## config.mk

```make
export PLATFORM = sky130hd
export DESIGN_NAME = allocator_size_class_mapper_core
export DESIGN_NICKNAME = d
export VERILOG_FILES = /design/src/rtl/ascm_pkg.sv /design/src/rtl/ascm_front.sv /design/src/rtl/ascm_div_cell.sv /design/src/rtl/ascm_tail.sv /design/src/rtl/allocator_size_class_mapper_core.sv
export SDC_FILE = /design/constraint.sdc
export NUM_CORES = 1
export LEC_CHECK = 0
export BUFFER_PORTS_ARGS = -buffer_cell sky130_fd_sc_hd__buf_2
export CAP_MARGIN = 20
export CORE_UTILIZATION = 60
export CTS_CLUSTER_SIZE = 28
export DETAILED_ROUTE_END_ITERATION = 10
export GPL_ROUTABILITY_DRIVEN = 0
export GPL_TIMING_DRIVEN = 1
export PLACE_DENSITY = 0.76
export SYNTH_ARGS = -nofsm -noshare
export SYNTH_HDL_FRONTEND = slang
export SYNTH_HIERARCHICAL = 1
export SYNTH_SLANG_ARGS = --single-unit
```

## constraint.sdc

```tcl
create_clock -name clock -period 19.01 [get_ports clock]
set_input_delay 1.901 -clock clock [delete_from_list [all_inputs] [get_ports clock]]
set_output_delay 1.901 -clock clock [all_outputs]
set_load 0.02 [all_outputs]
```

## src/rtl/ascm_pkg.sv

```systemverilog
// Shared constants and types for the allocator size-class mapper.
package ascm_pkg;

   localparam int PAGE_SHIFT_DEFAULT = 13;
   localparam int SIZE_WIDTH_DEFAULT = 23;

   localparam int MAX_OBJECT_BYTES = 262144;
   localparam int REM_WIDTH        = 19;
   localparam int QUO_WIDTH        = 9;
   localparam int ROUNDED_WIDTH    = 23;
   localparam int ROUNDED_MAX      = (1 << ROUNDED_WIDTH) - 1;
   localparam int INDEX_WIDTH      = 8;
   localparam int BATCH_WIDTH      = 10;
   localparam int PAGES_WIDTH      = 11;
   localparam int PAGES_MAX        = (1 << PAGES_WIDTH) - 1;

   localparam int BAND1_LIMIT = 128;
   localparam int BAND2_LIMIT = 1024;
   localparam int BAND3_LIMIT = 8 * 1024;
   localparam int BAND4_LIMIT = 64 * 1024;

   localparam int BAND1_SHIFT = 3;
   localparam int BAND2_SHIFT = 4;
   localparam int BAND3_SHIFT = 7;
   localparam int BAND4_SHIFT = 10;
   localparam int BAND5_SHIFT = 13;

   localparam int BAND1_CLASSES = 16;
   localparam int BAND2_CLASSES = 56;
   localparam int BAND3_CLASSES = 56;
   localparam int BAND4_CLASSES = 56;

   localparam int BAND2_OFFSET = BAND1_CLASSES;
   localparam int BAND3_OFFSET = BAND2_OFFSET + BAND2_CLASSES;
   localparam int BAND4_OFFSET = BAND3_OFFSET + BAND3_CLASSES;
   localparam int BAND5_OFFSET = BAND4_OFFSET + BAND4_CLASSES;

   localparam int BATCH_MIN = 2;
   localparam int BATCH_MAX = 512;

   typedef struct packed {
      logic [ROUNDED_WIDTH-1:0] rounded_bytes;
      logic [INDEX_WIDTH-1:0]   class_index;
      logic                     out_of_range;
   } ascm_side_type;

endpackage

```

## src/rtl/ascm_front.sv

```systemverilog
// Front stage: band decode, rounded size and size-class index.
module ascm_front #(
   parameter int SIZE_WIDTH      = ascm_pkg::SIZE_WIDTH_DEFAULT,
   parameter int PAGE_SHIFT_BITS = ascm_pkg::PAGE_SHIFT_DEFAULT
) (
   input  logic                    clock,
   input  logic                    reset,
   input  logic                    in_valid,
   output logic                    in_stall,
   input  logic [SIZE_WIDTH-1:0]   in_request_bytes,
   output logic                    out_valid,
   input  logic                    out_stall,
   output logic [SIZE_WIDTH-1:0]   out_req,
   output ascm_pkg::ascm_side_type out_side
);

   localparam int RDW = ascm_pkg::ROUNDED_WIDTH;
   localparam int RW  = ((SIZE_WIDTH > RDW) ? SIZE_WIDTH : RDW) + 1;
   localparam int SW  = ascm_pkg::REM_WIDTH + 1;
   localparam int IW  = ascm_pkg::INDEX_WIDTH;

   function automatic logic [RW-1:0] align_up(input logic [RW-1:0] v, input int shift);
      logic [RW-1:0] mask;
      mask = (RW'(1) << shift) - RW'(1);
      return (v + mask) & ~mask;
   endfunction

   // Granule number within a band, counted from the band's base, plus the band offset.
   function automatic logic [IW-1:0] slot(input logic [SW-1:0] v, input int base,
                                          input int shift, input int offset);
      logic [SW-1:0] t;
      t = ((v - SW'(base) + ((SW'(1) << shift) - SW'(1))) >> shift) - SW'(1) + SW'(offset);
      return t[IW-1:0];
   endfunction

   logic [RW-1:0]           req_wide;
   logic [SW-1:0]           req_small;
   logic                    in_b1, in_b2, in_b3, in_b4, in_b5, is_zero;
   logic [RW-1:0]           rounded_full;
   ascm_pkg::ascm_side_type side_in;
   logic                    valid_ff;
   logic [SIZE_WIDTH-1:0]   req_ff;
   ascm_pkg::ascm_side_type side_ff;

   assign req_wide  = RW'(in_request_bytes);
   assign req_small = req_wide[SW-1:0];
   assign is_zero   = (in_request_bytes == '0);
   assign in_b1     = req_wide <= RW'(ascm_pkg::BAND1_LIMIT);
   assign in_b2     = req_wide <= RW'(ascm_pkg::BAND2_LIMIT);
   assign in_b3     = req_wide <= RW'(ascm_pkg::BAND3_LIMIT);
   assign in_b4     = req_wide <= RW'(ascm_pkg::BAND4_LIMIT);
   assign in_b5     = req_wide <= RW'(ascm_pkg::MAX_OBJECT_BYTES);

   always_comb begin
      if (in_b1) begin
         rounded_full = align_up(req_wide, ascm_pkg::BAND1_SHIFT);
      end else if (in_b2) begin
         rounded_full = align_up(req_wide, ascm_pkg::BAND2_SHIFT);
      end else if (in_b3) begin
         rounded_full = align_up(req_wide, ascm_pkg::BAND3_SHIFT);
      end else if (in_b4) begin
         rounded_full = align_up(req_wide, ascm_pkg::BAND4_SHIFT);
      end else if (in_b5) begin
         rounded_full = align_up(req_wide, ascm_pkg::BAND5_SHIFT);
      end else begin
         rounded_full = align_up(req_wide, PAGE_SHIFT_BITS);
      end
   end

   always_comb begin
      side_in.rounded_bytes = (rounded_full > RW'(ascm_pkg::ROUNDED_MAX)) ?
                              RDW'(ascm_pkg::ROUNDED_MAX) : rounded_full[RDW-1:0];
      side_in.class_index   = '0;
      side_in.out_of_range  = 1'b0;
      if (is_zero || !in_b5) begin
         side_in.out_of_range = 1'b1;
      end else if (in_b1) begin
         side_in.class_index = slot(req_small, 0, ascm_pkg::BAND1_SHIFT, 0);
      end else if (in_b2) begin
         side_in.class_index = slot(req_small, ascm_pkg::BAND1_LIMIT,
                                    ascm_pkg::BAND2_SHIFT, ascm_pkg::BAND2_OFFSET);
      end else if (in_b3) begin
         side_in.class_index = slot(req_small, ascm_pkg::BAND2_LIMIT,
                                    ascm_pkg::BAND3_SHIFT, ascm_pkg::BAND3_OFFSET);
      end else if (in_b4) begin
         side_in.class_index = slot(req_small, ascm_pkg::BAND3_LIMIT,
                                    ascm_pkg::BAND4_SHIFT, ascm_pkg::BAND4_OFFSET);
      end else begin
         side_in.class_index = slot(req_small, ascm_pkg::BAND4_LIMIT,
                                    ascm_pkg::BAND5_SHIFT, ascm_pkg::BAND5_OFFSET);
      end
   end

   assign in_stall = valid_ff && out_stall;

   always_ff @(posedge clock) begin
      if (reset) begin
         valid_ff <= 1'b0;
      end else if (!in_stall) begin
         valid_ff <= in_valid;
      end
   end

   always_ff @(posedge clock) begin
      if (in_valid && !in_stall) begin
         req_ff  <= in_request_bytes;
         side_ff <= side_in;
      end
   end

   assign out_valid = valid_ff;
   assign out_req   = req_ff;
   assign out_side  = side_ff;

endmodule

```

## src/rtl/ascm_div_cell.sv

```systemverilog
// One cell of the divider chain: settles one quotient bit of the batch division.
module ascm_div_cell #(
   parameter int SIZE_WIDTH = ascm_pkg::SIZE_WIDTH_DEFAULT,
   parameter int BIT        = 0
) (
   input  logic                             clock,
   input  logic                             reset,
   input  logic                             in_valid,
   output logic                             in_stall,
   input  logic [SIZE_WIDTH-1:0]            in_req,
   input  logic [ascm_pkg::REM_WIDTH-1:0]   in_rem,
   input  logic [ascm_pkg::QUO_WIDTH-1:0]   in_quo,
   input  ascm_pkg::ascm_side_type          in_side,
   output logic                             out_valid,
   input  logic                             out_stall,
   output logic [SIZE_WIDTH-1:0]            out_req,
   output logic [ascm_pkg::REM_WIDTH-1:0]   out_rem,
   output logic [ascm_pkg::QUO_WIDTH-1:0]   out_quo,
   output ascm_pkg::ascm_side_type          out_side
);

   localparam int QW = ascm_pkg::QUO_WIDTH;
   localparam int MW = ascm_pkg::REM_WIDTH;
   localparam int DW = SIZE_WIDTH + QW;

   logic [DW-1:0]           divisor;
   logic [DW-1:0]           rem_wide;
   logic                    fits;
   logic [MW-1:0]           rem_in;
   logic [QW-1:0]           quo_in;
   logic                    valid_ff;
   logic [SIZE_WIDTH-1:0]   req_ff;
   logic [MW-1:0]           rem_ff;
   logic [QW-1:0]           quo_ff;
   ascm_pkg::ascm_side_type side_ff;

   // Restoring step: subtract the divisor aligned to this cell's bit when it fits.
   assign divisor  = DW'(in_req) << BIT;
   assign rem_wide = DW'(in_rem);
   assign fits     = rem_wide >= divisor;
   assign rem_in   = fits ? MW'(rem_wide - divisor) : in_rem;
   assign quo_in   = fits ? (in_quo | (QW'(1) << BIT)) : in_quo;

   assign in_stall = valid_ff && out_stall;

   always_ff @(posedge clock) begin
      if (reset) begin
         valid_ff <= 1'b0;
      end else if (!in_stall) begin
         valid_ff <= in_valid;
      end
   end

   always_ff @(posedge clock) begin
      if (in_valid && !in_stall) begin
         req_ff  <= in_req;
         rem_ff  <= rem_in;
         quo_ff  <= quo_in;
         side_ff <= in_side;
      end
   end

   assign out_valid = valid_ff;
   assign out_req   = req_ff;
   assign out_rem   = rem_ff;
   assign out_quo   = quo_ff;
   assign out_side  = side_ff;

endmodule

```

## src/rtl/ascm_tail.sv

```systemverilog
// Tail stage: batch clamp, page count and the result register.
module ascm_tail #(
   parameter int SIZE_WIDTH      = ascm_pkg::SIZE_WIDTH_DEFAULT,
   parameter int PAGE_SHIFT_BITS = ascm_pkg::PAGE_SHIFT_DEFAULT
) (
   input  logic                                clock,
   input  logic                                reset,
   input  logic                                in_valid,
   output logic                                in_stall,
   input  logic [SIZE_WIDTH-1:0]               in_req,
   input  logic [ascm_pkg::QUO_WIDTH-1:0]      in_quo,
   input  ascm_pkg::ascm_side_type             in_side,
   output logic                                out_valid,
   input  logic                                out_stall,
   output logic [ascm_pkg::ROUNDED_WIDTH-1:0]  out_rounded_bytes,
   output logic [ascm_pkg::INDEX_WIDTH-1:0]    out_class_index,
   output logic                                out_out_of_range,
   output logic [ascm_pkg::BATCH_WIDTH-1:0]    out_batch_count,
   output logic [ascm_pkg::PAGES_WIDTH-1:0]    out_page_count
);

   localparam int BW = ascm_pkg::BATCH_WIDTH;
   localparam int PW = ascm_pkg::PAGES_WIDTH;
   localparam int XW = SIZE_WIDTH + BW;
   localparam int HALF_LIMIT = ascm_pkg::MAX_OBJECT_BYTES / ascm_pkg::BATCH_MIN;

   logic [BW-1:0]           batch_in;
   logic [XW-1:0]           product;
   logic [XW-1:0]           pages_full;
   logic [PW-1:0]           pages_in;
   logic                    valid_ff;
   ascm_pkg::ascm_side_type side_ff;
   logic [BW-1:0]           batch_ff;
   logic [PW-1:0]           pages_ff;

   // The divider chain is exact only between the two clamp points.
   always_comb begin
      if (XW'(in_req) <= XW'(ascm_pkg::BATCH_MAX)) begin
         batch_in = BW'(ascm_pkg::BATCH_MAX);
      end else if (XW'(in_req) > XW'(HALF_LIMIT)) begin
         batch_in = BW'(ascm_pkg::BATCH_MIN);
      end else begin
         batch_in = BW'(in_quo);
      end
   end

   assign product    = XW'(batch_in) * XW'(in_req);
   assign pages_full = product >> PAGE_SHIFT_BITS;

   always_comb begin
      if (pages_full == '0) begin
         pages_in = PW'(1);
      end else if (pages_full > XW'(ascm_pkg::PAGES_MAX)) begin
         pages_in = PW'(ascm_pkg::PAGES_MAX);
      end else begin
         pages_in = pages_full[PW-1:0];
      end
   end

   assign in_stall = valid_ff && out_stall;

   always_ff @(posedge clock) begin
      if (reset) begin
         valid_ff <= 1'b0;
      end else if (!in_stall) begin
         valid_ff <= in_valid;
      end
   end

   always_ff @(posedge clock) begin
      if (in_valid && !in_stall) begin
         side_ff  <= in_side;
         batch_ff <= batch_in;
         pages_ff <= pages_in;
      end
   end

   assign out_valid         = valid_ff;
   assign out_rounded_bytes = side_ff.rounded_bytes;
   assign out_class_index   = side_ff.class_index;
   assign out_out_of_range  = side_ff.out_of_range;
   assign out_batch_count   = batch_ff;
   assign out_page_count    = pages_ff;

endmodule

```

## src/rtl/allocator_size_class_mapper_core.sv

```systemverilog
// Top level of the allocator size-class mapper: front stage, divider cell chain, tail stage.
//
// The mapper takes one request size per beat and returns one result beat carrying the
// rounded size, the size-class index, an out-of-range flag, the batch count and the
// page count. It accepts a new request every clock cycle unless a stall on the result
// side has filled every stage. It is built from one front stage that decodes the band,
// rounds the size and numbers the class, a chain of nine divider cells that each
// settle one bit of the batch quotient, and a tail stage that clamps the batch,
// multiplies it by the request and registers the result. Every stage holds its own
// beat, so stalls on the result side back up one stage at a time and the chain keeps
// taking requests while it still has empty stages. Requests above the largest small
// object, and a zero request, raise out_of_range with class index zero; the batch
// and page counts are always computed from the raw request size.
module allocator_size_class_mapper_core #(
   parameter int SIZE_WIDTH      = ascm_pkg::SIZE_WIDTH_DEFAULT,
   parameter int PAGE_SHIFT_BITS = ascm_pkg::PAGE_SHIFT_DEFAULT
) (
   input  logic                                clock,
   input  logic                                reset,
   input  logic                                req_valid,
   output logic                                req_stall,
   input  logic [SIZE_WIDTH-1:0]               req_request_bytes,
   output logic                                rsp_valid,
   input  logic                                rsp_stall,
   output logic [ascm_pkg::ROUNDED_WIDTH-1:0]  rsp_rounded_bytes,
   output logic [ascm_pkg::INDEX_WIDTH-1:0]    rsp_class_index,
   output logic                                rsp_out_of_range,
   output logic [ascm_pkg::BATCH_WIDTH-1:0]    rsp_batch_count,
   output logic [ascm_pkg::PAGES_WIDTH-1:0]    rsp_page_count
);

   localparam int NC = ascm_pkg::QUO_WIDTH;
   localparam int MW = ascm_pkg::REM_WIDTH;

   // Link k runs from stage k into stage k + 1; link 0 leaves the front stage.
   logic [NC:0]             chain_valid;
   logic [NC:0]             chain_stall;
   logic [SIZE_WIDTH-1:0]   chain_req  [NC+1];
   logic [MW-1:0]           chain_rem  [NC+1];
   logic [NC-1:0]           chain_quo  [NC+1];
   ascm_pkg::ascm_side_type chain_side [NC+1];

   ascm_front #(
      .SIZE_WIDTH      (SIZE_WIDTH),
      .PAGE_SHIFT_BITS (PAGE_SHIFT_BITS)
   ) u_front (
      .clock            (clock),
      .reset            (reset),
      .in_valid         (req_valid),
      .in_stall         (req_stall),
      .in_request_bytes (req_request_bytes),
      .out_valid        (chain_valid[0]),
      .out_stall        (chain_stall[0]),
      .out_req          (chain_req[0]),
      .out_side         (chain_side[0])
   );

   // The division always starts from the largest object size with an empty quotient.
   assign chain_rem[0] = MW'(ascm_pkg::MAX_OBJECT_BYTES);
   assign chain_quo[0] = '0;

   for (genvar k = 0; k < NC; k++) begin : g_cell
      ascm_div_cell #(
         .SIZE_WIDTH (SIZE_WIDTH),
         .BIT        (NC - 1 - k)
      ) u_cell (
         .clock     (clock),
         .reset     (reset),
         .in_valid  (chain_valid[k]),
         .in_stall  (chain_stall[k]),
         .in_req    (chain_req[k]),
         .in_rem    (chain_rem[k]),
         .in_quo    (chain_quo[k]),
         .in_side   (chain_side[k]),
         .out_valid (chain_valid[k+1]),
         .out_stall (chain_stall[k+1]),
         .out_req   (chain_req[k+1]),
         .out_rem   (chain_rem[k+1]),
         .out_quo   (chain_quo[k+1]),
         .out_side  (chain_side[k+1])
      );
   end

   // The final remainder is not needed past the last cell.
   ascm_tail #(
      .SIZE_WIDTH      (SIZE_WIDTH),
      .PAGE_SHIFT_BITS (PAGE_SHIFT_BITS)
   ) u_tail (
      .clock             (clock),
      .reset             (reset),
      .in_valid          (chain_valid[NC]),
      .in_stall          (chain_stall[NC]),
      .in_req            (chain_req[NC]),
      .in_quo            (chain_quo[NC]),
      .in_side           (chain_side[NC]),
      .out_valid         (rsp_valid),
      .out_stall         (rsp_stall),
      .out_rounded_bytes (rsp_rounded_bytes),
      .out_class_index   (rsp_class_index),
      .out_out_of_range  (rsp_out_of_range),
      .out_batch_count   (rsp_batch_count),
      .out_page_count    (rsp_page_count)
   );

`ifndef SYNTHESIS
   // An out-of-range beat never carries a class number.
   a_oor_index : assert property (@(posedge clock) disable iff (reset)
      (rsp_valid && rsp_out_of_range) |-> (rsp_class_index == '0))
      else $error("out-of-range result with nonzero class index");

   // The batch clamp keeps the count between its two limits.
   a_batch_range : assert property (@(posedge clock) disable iff (reset)
      rsp_valid |-> ((rsp_batch_count >= ascm_pkg::BATCH_WIDTH'(ascm_pkg::BATCH_MIN)) &&
                     (rsp_batch_count <= ascm_pkg::BATCH_WIDTH'(ascm_pkg::BATCH_MAX))))
      else $error("batch count outside its clamp range");

   // A batch always needs at least one page.
   a_pages_nonzero : assert property (@(posedge clock) disable iff (reset)
      rsp_valid |-> (rsp_page_count != '0))
      else $error("zero page count");

   // An in-range size is rounded to a multiple of the smallest granule.
   a_rounded_aligned : assert property (@(posedge clock) disable iff (reset)
      (rsp_valid && !rsp_out_of_range) |-> (rsp_rounded_bytes[2:0] == 3'b000))
      else $error("in-range rounded size not aligned to the smallest granule");

   // A stalled result holds the last divider cell back, so no beat is lost.
   a_stall_chain : assert property (@(posedge clock) disable iff (reset)
      (chain_valid[NC] && rsp_valid && rsp_stall) |-> chain_stall[NC])
      else $error("last cell not stalled behind a stalled result");
`endif

endmodule

```

# ---- Yosys cells after proc, flatten, opt, wreduce, memory -nomap -nowiden
# Cells that the tools add are included.
# Widths: inputs -> output; s select.
dict set report classes {
  n_reduce_logical 38
  add_sub_neg 31
  mux 20
  multipliers 1
  n_lt_le_gt_ge 18
}
# op n
set ops {}
lappend ops {{$mux 19} 7}
lappend ops {{$sub 19x19->19} 7}
lappend ops {{$mux 24} 4}
lappend ops {{$logic_not 33->1} 1}
lappend ops {{$mul 10x23->33} 1}
lappend ops {{$mux 8} 4}
lappend ops {{$sub 8x1->8 const B} 4}
lappend ops {{$ge 19x31->1 const A} 1}
lappend ops {{$ge 19x30->1} 1}
lappend ops {{$ge 19x29->1} 1}
lappend ops {{$ge 19x28->1} 1}
lappend ops {{$ge 19x27->1} 1}
lappend ops {{$ge 19x26->1} 1}
lappend ops {{$ge 19x25->1} 1}
lappend ops {{$add 23x10->24 const B} 1}
lappend ops {{$add 23x13->24 const B} 1}
lappend ops {{$add 23x3->24 const B} 1}
lappend ops {{$add 23x4->24 const B} 1}
lappend ops {{$add 23x7->24 const B} 1}
lappend ops {{$ge 19x24->1} 1}
lappend ops {{$gt 24x23->1 const B} 1}
lappend ops {{$ge 19x23->1} 1}
lappend ops {{$gt 23x18->1 const B} 1}
lappend ops {{$le 23x10->1 const B} 1}
lappend ops {{other kinds (29)} 63}
dict set report word_totals {
  in_bits 27
  word_cells 190
  regBits 847
  out_inout_bits 55
}

# ---- Depth between registers and ports, before layout
# Gate-level depths: netlist of the first run.
dict set report depth {
  ltp_word 13
  depth_mapped 31
  ltp_nobuf 25
}

# ---- By module
# The synthesis of the first run kept the hierarchy.
# module area_each_um2 cells_each seq_area_each_um2 instances
set by_module_without_submodules {}
lappend by_module_without_submodules {ascm_tail 9390.3 997 1611.5 1}
lappend by_module_without_submodules {{ascm_div_cell (g_cell[7].u_cell)} 3923.8 283 2512.4 1}
lappend by_module_without_submodules {{ascm_div_cell (g_cell[8].u_cell)} 3902.5 276 2512.4 1}
lappend by_module_without_submodules {{ascm_div_cell (g_cell[5].u_cell)} 3758.6 250 2512.4 1}
lappend by_module_without_submodules {{ascm_div_cell (g_cell[6].u_cell)} 3714.8 250 2512.4 1}
lappend by_module_without_submodules {{ascm_div_cell (g_cell[4].u_cell)} 3679.8 242 2512.4 1}
lappend by_module_without_submodules {{ascm_div_cell (g_cell[3].u_cell)} 3588.4 232 2512.4 1}
lappend by_module_without_submodules {ascm_front 3530.9 360 1611.5 1}
lappend by_module_without_submodules {{ascm_div_cell (g_cell[2].u_cell)} 3477.1 209 2512.4 1}
lappend by_module_without_submodules {{ascm_div_cell (g_cell[1].u_cell)} 3409.5 197 2512.4 1}
lappend by_module_without_submodules {{ascm_div_cell (g_cell[0].u_cell)} 3328.2 185 2512.4 1}
lappend by_module_without_submodules {allocator_size_class_mapper_core 7.5 2 0.0 1}

# ---- Least setup slack after synthesis of the first run
# Ideal clock, no wire load.
dict set report synth_path {
  path_type {flip-flop to flip-flop}
  start {register g_cell[8].u_cell.req_ff[4]}
  end {register u_tail.pages_ff[10] (netlist: u_tail/out_page_count[10]) (data pin)}
  arrival_ns 7.682
  path_stages_with_launch 30
  required_ns 18.749
  synth_period_minus_slack_ns 7.943
  path_buffers 6
  path_slack_ns 11.067
  setup_time_ns 0.261
  path_cell_list {edfxtp_1 or4_4 or3_1 buf_2 o211ai_2 clkbuf_1 and3_1 clkbuf_1 buf_1 nand2_1 fa_1 inv_1 fa_1 fa_1 fa_1 inv_1 fa_1 inv_1 ha_1 clkbuf_1 and2_0 and3_1 nand2_1 a2111oi_0 a211oi_1 o21ai_1 xor2_1 nor4_1 buf_2 nand3b_1}
}
dict set report synth_via {
  elab_chain_cells 6
  word_cells_on_any_way 8
  cone_classes {1 x mul; 3 x order compare; 3 x mux; 1 x reduce/logical}
}
# element line_no
set synth_rtl {}
lappend synth_rtl {{from (decl)} ascm_div_cell.sv:32} ;# logic [SIZE_WIDTH-1:0] req_ff;
lappend synth_rtl {{from (signal assigned)} ascm_div_cell.sv:56} ;# req_ff <= in_req;
lappend synth_rtl {{$gt 23x18->1} ascm_tail.sv:40} ;# end else if (XW'(in_req) > XW'(HALF_LIMIT)) begin
lappend synth_rtl {{$mux 9} ascm_tail.sv:40}
lappend synth_rtl {{$mux 10 (*)} ascm_tail.sv:38} ;# if (XW'(in_req) <= XW'(ascm_pkg::BATCH_MAX)) begin
lappend synth_rtl {{via u_tail.batch_in[3]} ascm_tail.sv:27} ;# logic [BW-1:0] batch_in;
lappend synth_rtl {{$mul 10x23->33 (*)} ascm_tail.sv:47} ;# assign product = XW'(batch_in) * XW'(in_req);
lappend synth_rtl {{$gt 20x11->1} ascm_tail.sv:53} ;# end else if (pages_full > XW'(ascm_pkg::PAGES_MAX)) begin
lappend synth_rtl {{$mux 11} ascm_tail.sv:53}
lappend synth_rtl {{to (signal assigned)} ascm_tail.sv:74} ;# pages_ff <= pages_in;
lappend synth_rtl {{to (decl)} ascm_tail.sv:34} ;# logic [PW-1:0] pages_ff;
# The timed path passes the listed nets; every way through them passes the cells marked *.
# A chain may end at the register's enable or synchronous reset.

# ---- Worst setup path in the final report of the first run
dict set report layout_path {
  start {register g_cell[8].u_cell.req_ff[7]}
  end {register u_tail.pages_ff[0] (netlist: u_tail/out_page_count[0]) (data pin)}
}
dict set report layout_via {
  elab_chain_cells 6
  word_cells_on_any_way 8
  cone_classes {1 x mul; 3 x order compare; 2 x mux; 2 x reduce/logical}
}
# element line_no
set layout_rtl {}
lappend layout_rtl {{$gt 23x18->1} ascm_tail.sv:40}
lappend layout_rtl {{$mux 9} ascm_tail.sv:40}
lappend layout_rtl {{$mux 10} ascm_tail.sv:38}
lappend layout_rtl {{$mul 10x23->33 (*)} ascm_tail.sv:47}
lappend layout_rtl {{$gt 20x11->1 or $logic_not 33->1 (tied branches)} {ascm_tail.sv:53, ascm_tail.sv:51}}
lappend layout_rtl {{$reduce_or 2->1 (no source line)} --}
# Mark *: on every way between the ends. The rest lies on a longest branch, timed or not.

==> results of run 1 <==
-- state kept, by name, indices dropped and copies added (netlist names) --
register	count
u_tail/out_page_count	11
u_tail/out_rounded_bytes	23
g_cell.u_cell/out_quo	81
g_cell.u_cell/out_valid	9
u_tail/out_out_of_range	1
g_cell.u_cell/out_rem	152
u_front/out_req	23
u_tail/out_class_index	8
u_front/out_side	30
u_front/out_valid	1
g_cell.u_cell/out_req	207
u_tail/out_batch_count	10
u_tail/out_valid	1
g_cell.u_cell/out_side	288
-- cell type report --
type | instances | area (um2)
clock buffer | 105 | 2240
clock inverter | 48 | 589
fill | 5125 | 24400
inverter | 351 | 1320
multi-input combinational | 2140 | 17600
sequential | 845 | 25300
tap | 959 | 1200
timing repair buffer | 97 | 526
-- worst max-delay path by stage --
stage | cells past startpoint | to | slack (ns)
final | 23 | u_tail/out_page_count[0] | 9.95
after global routing | 23 | u_tail/out_page_count[0] | 9.48
after CTS | 23 | u_tail/out_page_count[0] | 10.04
after detailed placement | 23 | u_tail/out_page_count[7] | 10.10
after global placement | 23 | u_tail/out_page_count[7] | 10.33
after floorplan | 29 | u_tail/out_page_count[10] | 11.07
-- routing by layer --
metal  track usage [%]  vias up
li1                  -    12400
met1              28.2    12900
met2              43.7     1048
met3              3.44      288
met4              13.0        0
met5                 0        -
-- critical path: cells and delay by family, from the launching register on --
| kind | cells | cell delay (ns) |
|---|---|---|
| AOI/OAI and AO/OA | 8 | 2.83 |
| DFF | 1 | 0.56 |
| adders and majority gates | 6 | 2.98 |
| and+or+nand+nor | 6 | 2.32 |
| buffers and inverters | 3 | 0.15 |
-- power groups by stage --
stage / registers (uW) / logic [uW] / clock network [uW]
floorplan: 2100 / 412 / 0
global placement: 2100 / 484 / 0
detailed placement: 2100 / 489 / 0
CTS: 2060 / 492 / 1710
global route: 2060 / 586 / 1780
finish: 2060 / 522 / 1680
-- per-stage QoR --
stage | utilization (%) | total power (uW) | area [um2] | std cells
floorplan | - | 2510 | 44700 | 3451
global placement | 62.8 | 2580 | 45900 | 4392
detailed placement | 62.8 | 2590 | 45900 | 4392
CTS | 66.6 | 4260 | 48700 | 4545
global route | 66.6 | 4420 | 48700 | 4545
finish | 66.6 | 4270 | 48700 | 4545
-- cells in the final DEF (no fill, tap or decap), drive strengths merged, types with 37 or more instances in the layout --
cell type	instances
xor2	39
edfxtp	834
a21oi	149
ha	206
a21o	51
inv	357
nor2b	37
and3	39
nand3	69
nand2	221
clkbuf	105
nor2	160
o21ai	106
xnor2	68
nor3	46
buf	97
mux2	95
fa	173
conb	99
and2	109
==> metrics.md, run 1 <==
| Metric | Value |
|---|---|
| Status | `finished with violations` |
| Failing checks | `DRC` |
| Comb power frac | `12.2%` |
| Worst Path Arrival | `9.51 ns` |
| Reg2Reg Depth | `23` |
| Slew @ Worst Pin | `1.06 ns` |
| Share of layout cells above drive strength 1 | `around 11%` |
| Worst vdd ir | `0.0996 mV` |
| First-pass GRT wire length | `142,000 um` |
| Clk slew on worst S/H paths | `roughly 0.07 ns` |
| Port bufs | `just over 80` |
| P&R area growth vs syn | `9.84%` |
| R2r endpoint | `u_tail/out_page_count[0]` |
| Mapped Cells | `3,356` |
| Cts repair resizes | `0` |
| Mean routed wirelength per cell | `between 15 and 20 um` |
| Wl on met1 | `34,200 um` |
| Sink Count | `845` |
| Met2 routed WL | `46,500 um` |
| Hold Crit Start | `g_cell[8].u_cell/out_side[23]` |
| Crit-path cells | `or4_4, or3_1, o211ai_2, and3_1, nand2_1, fa_1, inv_1, fa_1, inv_1, fa_1, fa_1, inv_1, fa_1, ha_1, a21oi_1, o221ai_1, a2111oi_0, a32oi_2, nand3_1, a21oi_1, o22ai_1, nor2_1, o2111ai_1` |
| Clk buf depth | `3` |
| Via count | `roughly 27,000` |
| Slew headroom | `29.3%` |
| Die W | `274 um` |
| Worst Hold Path Cells | `0` |
| Startpoint types | `flop` |
| Met3 WL | `4350 um` |
| Worst EP required | `19.46 ns` |
| Hold crit path type | `reg2reg` |
| Max-Cap Viols | `0` |
| Synthesized area | `around 44,000 um2` |
| Root buffer selected by CTS | `clkbuf_16` |
| Largest net degree at the start of global routing | `72` |
| FF-to-FF Start | `g_cell[8].u_cell/out_req[7]` |
| Number of global-route vias before repair | `27,000` |
| Highest metal used | `met4` |
| P_int | `3220 uW` |
| Fin crit share | `47.7%` |
| Max incr delay on CP | `0.77 ns` |
| Grt total ovfl | `0` |
| Worst min-delay path endpoint | `u_tail/out_rounded_bytes[14]` |
| Hold slack | `about 0.4 ns` |
| H-tree levels | `3` |
| Post-Route WL | `between 90,000 and 100,000 um` |
| Setup TNS | `0 ns` |
| Post-layout min period | `slightly above 9 ns` |
| Worst Slack Setup Final | `slightly below 10 ns` |
| Fmax achieved | `110 MHz` |
| Sequential share of power | `48.3%` |
| P_leak | `approximately 0.019 uW` |
| RSZ-0062 raised after global routing | `no` |
| NetSw | `1050 uW` |
| # IOs | `82` |
| Initial antenna violation count | `0` |
| Syn_area_per_cell | `13.2 um2` |
| Critical path fanouts, max | `19` |
| Ant diodes | `0` |
| R2R Setup Slk | `9.95 ns` |
| Worst path slowest cell | `a2111oi_0` |
| Slew Viols, Final | `0` |
| Clk_skew | `0.0530 ns` |
| CP dominant cell by count | `fa_1` |
| GRT Overall Usage | `24.4%` |
| DRC Markers | `14` |
| TritonCTS clock tree | `yes` |
| Hold Violations, Final | `0` |
| Core Footprint | `73,100 um2` |
| Number of setup buffers added after CTS | `0` |
| CTS buffer count | `84` |
| Post-place setup slack | `10.10 ns` |
| Clock Power Share | `around 40%` |
| Chip Height | `274 um` |
| Routed vias/inst | `between 5 and 6` |
| Initial DRT Pass Iterations | `9` |
| Final-report setup violation count | `0` |
| PD cells | `87.6 nW/um2` |
| Fin nets | `3,925` |
| Initial DRC count | `2,473` |
| Initial Util | `60.7%` |
| Cell Rows | `99` |
| Crit. End Element | `flop` |
| Routed Antenna Nets | `0` |
| Die Area | `75,000 um2` |
| Hpwl dp | `between 60,000 and 70,000 um` |
| Post-cts hold buffer count | `0` |
| Yosys Warn Count | `6` |
| Setup CP Type | `reg2reg` |
| CP startpoint | `g_cell[8].u_cell/out_req[7]` |
| Switching part of the total | `between 20 and 25%` |
| Clk_lat worst skew | `approximately 0.66 ns` |
Note: power is estimated with default switching activity, not from simulation.
==> inputs of run 2 (changes only) <==
- clock period: 19.01 -> 9 ns (I/O delays scaled with it)
==> metrics.md, run 2 (same netlist as run 1, synthesis figures left out) <==
| Metric | Value |
|---|---|
| First-pass GRT wire length | `140,000 um (was 142,000 um)` |
| Status | `finished with violations (unchanged)` |
| Failing checks | `DRC (unchanged)` |
| Setup CP Type | `reg2reg (unchanged)` |
| PD cells | `182 nW/um2 (was 87.6 nW/um2)` |
| Most common cell after layout, fill and taps aside | `edfxtp_1 (unchanged)` |
| Core Footprint | `73,100 um2 (unchanged)` |
| Hold slack | `0.401 ns (was 0.390 ns)` |
| Port bufs | `81 (unchanged)` |
| Post-Route WL | `88,700 um (was 90,100 um)` |
| Hpwl dp | `62,300 um (was 62,200 um)` |
| Startpoint types | `flop (unchanged)` |
| Critical path fanouts, max | `16 (was 19)` |
| Largest net degree at the start of global routing | `73 (was 72)` |
| Worst Path Arrival | `8.86 ns (was 9.51 ns)` |
| Hold Violations, Final | `0 (unchanged)` |
| Crit. End Element | `flop (unchanged)` |
| Slew headroom | `29.3% (about the same)` |
| Root buffer selected by CTS | `clkbuf_16 (unchanged)` |
| Worst EP required | `9.35 ns (was 19.46 ns)` |
| Via count | `26,500 (was 26,700)` |
| Initial antenna violation count | `0 (unchanged)` |
| H-tree levels | `3 (unchanged)` |
| Post-place setup slack | `0.337 ns (was 10.10 ns)` |
| Slew Viols, Final | `0 (unchanged)` |
| Die W | `274 um (unchanged)` |
| Grt total ovfl | `0 (unchanged)` |
| Hold crit path type | `reg2reg (unchanged)` |
| Chip Height | `274 um (unchanged)` |
| Share of layout cells above drive strength 1 | `11.3% (was 11.2%)` |
| Fin area | `48,700 um2 (about the same)` |
| TritonCTS clock tree | `yes (unchanged)` |
| Cts repair resizes | `0 (unchanged)` |
| Initial Util | `60.7% (unchanged)` |
| Max reg flops | `288 (unchanged)` |
| Initial DRT Pass Iterations | `9 (unchanged)` |
| Fin nets | `3,935 (was 3,925)` |
| Clk_lat worst skew | `0.66 ns (about the same)` |
| Cell Rows | `99 (unchanged)` |
| Sink Count | `845 (unchanged)` |
| Post-layout util | `66.6% (about the same)` |
| CTS buffer count | `84 (unchanged)` |
| Clk_skew | `0.0607 ns (was 0.0530 ns)` |
| P&R area growth vs syn | `9.80% (was 9.84%)` |
| Initial DRC count | `2,241 (was 2,473)` |
| Clk buf depth | `3 (unchanged)` |
| Worst vdd ir | `0.191 mV (was 0.0996 mV)` |
| Number of global-route vias before repair | `26,800 (was 27,000)` |
| Mean routed wirelength per cell | `19.5 um (was 19.8 um)` |
| Die Area | `75,000 um2 (unchanged)` |
| # IOs | `82 (unchanged)` |
| DRC Markers | `14 (unchanged)` |
| GRT Overall Usage | `24.0% (was 24.4%)` |
| Setup TNS | `0 ns (unchanged)` |
| Ant diodes | `0 (unchanged)` |
| Commonest non-fill, non-tap cells in the layout | `edfxtp_1 (834), inv_1 (350), nand2_1 (217), ha_1 (206), fa_1 (173) (unchanged)` |
| Post-layout min period | `8.51 ns (was 9.06 ns)` |
| RSZ-0062 raised after global routing | `no (unchanged)` |
| Clk slew on worst S/H paths | `0.06 ns (was 0.07 ns)` |
| Final-report setup violation count | `0 (unchanged)` |
| Max-Cap Viols | `0 (unchanged)` |
| Number of setup buffers added after CTS | `0 (unchanged)` |
| Slew @ Worst Pin | `1.06 ns (about the same)` |
| Post-cts hold buffer count | `0 (unchanged)` |
| P_leak | `0.0191 uW (about the same)` |
| Routed Antenna Nets | `0 (unchanged)` |
| Dpl cell area | `45,900 um2 (about the same)` |
| Worst Slack Setup Final | `0.488 ns (was 9.95 ns)` |
| Fin crit share | `94.6% (was 47.7%)` |
| Routed vias/inst | `5.82 (was 5.87)` |
| Fmax achieved | `117 MHz (was 110 MHz)` |
-- run 2: cell types whose count changed in the layout (fill, tap and decap cells not counted), sizes merged --
cell | previous run | this run
bufinv | 8 | 5
inv | 357 | 354
clkinvlp | 1 | 3
clkbuf | 105 | 109
buf | 97 | 107
-- run 2: critical path, stage by stage (launching register included) --
cell	delay, ns
edfxtp_1	0.56
or4_4	0.62
or3_1	0.50
o211ai_4	0.42
and3_1	0.49
buf_4	0.27
and2_1	0.16
fa_1	0.41
inv_1	0.09
fa_1	0.45
fa_1	0.54
fa_1	0.54
inv_1	0.07
fa_1	0.47
ha_1	0.40
nand4_1	0.28
nor3_1	0.39
nand2_1	0.13
a2111oi_0	0.44
a211oi_1	0.16
o21ai_1	0.19
xor2_1	0.08
nor4_1	0.23
buf_4	0.22
o2111ai_1	0.12
-- run 2: area by class of cell --
type	instances	area, um2
inverters	351	1320
clock inverters	44	514
multi-input cells	2140	17600
repair buffers	107	601
clock buffers	109	2220
fillers	5149	24400
flip-flops and latches	845	25300
well taps	959	1200
-- run 2: where the power goes --
part | internal, uW | switching, uW | total [uW]
Clock | 1920 | 1500 | 3410
Combinational | 447 | 664 | 1110
Sequential | 4330 | 19.4 | 4350
-- run 2: final timing paths --
check,start,end,slack [ns],cells after the start
worst max-delay path,g_cell[8].u_cell/out_req[4],u_tail/out_page_count[0],0.49,24
worst min-delay path,g_cell[1].u_cell/out_quo[5],g_cell[2].u_cell/out_quo[5],0.40,0
worst max register to register,g_cell[8].u_cell/out_req[4],u_tail/out_page_count[0],0.49,24
worst min register to register,g_cell[1].u_cell/out_quo[5],g_cell[2].u_cell/out_quo[5],0.40,0
-- run 2: per-layer routing --
layer	up-vias	track usage, %	wire length, um
met2	912	43.0	46100
li1	12400	-	-
met5	-	0	0
met3	266	2.98	3980
met4	0	13.2	5150
met1	12900	27.9	33500
-- run 2: through the flow --
step	cells	power (uW)
floorplan	3451	5300
global placement	4402	5460
detailed placement	4402	5470
CTS	4555	8880
global route	4555	9210
finish	4555	8870
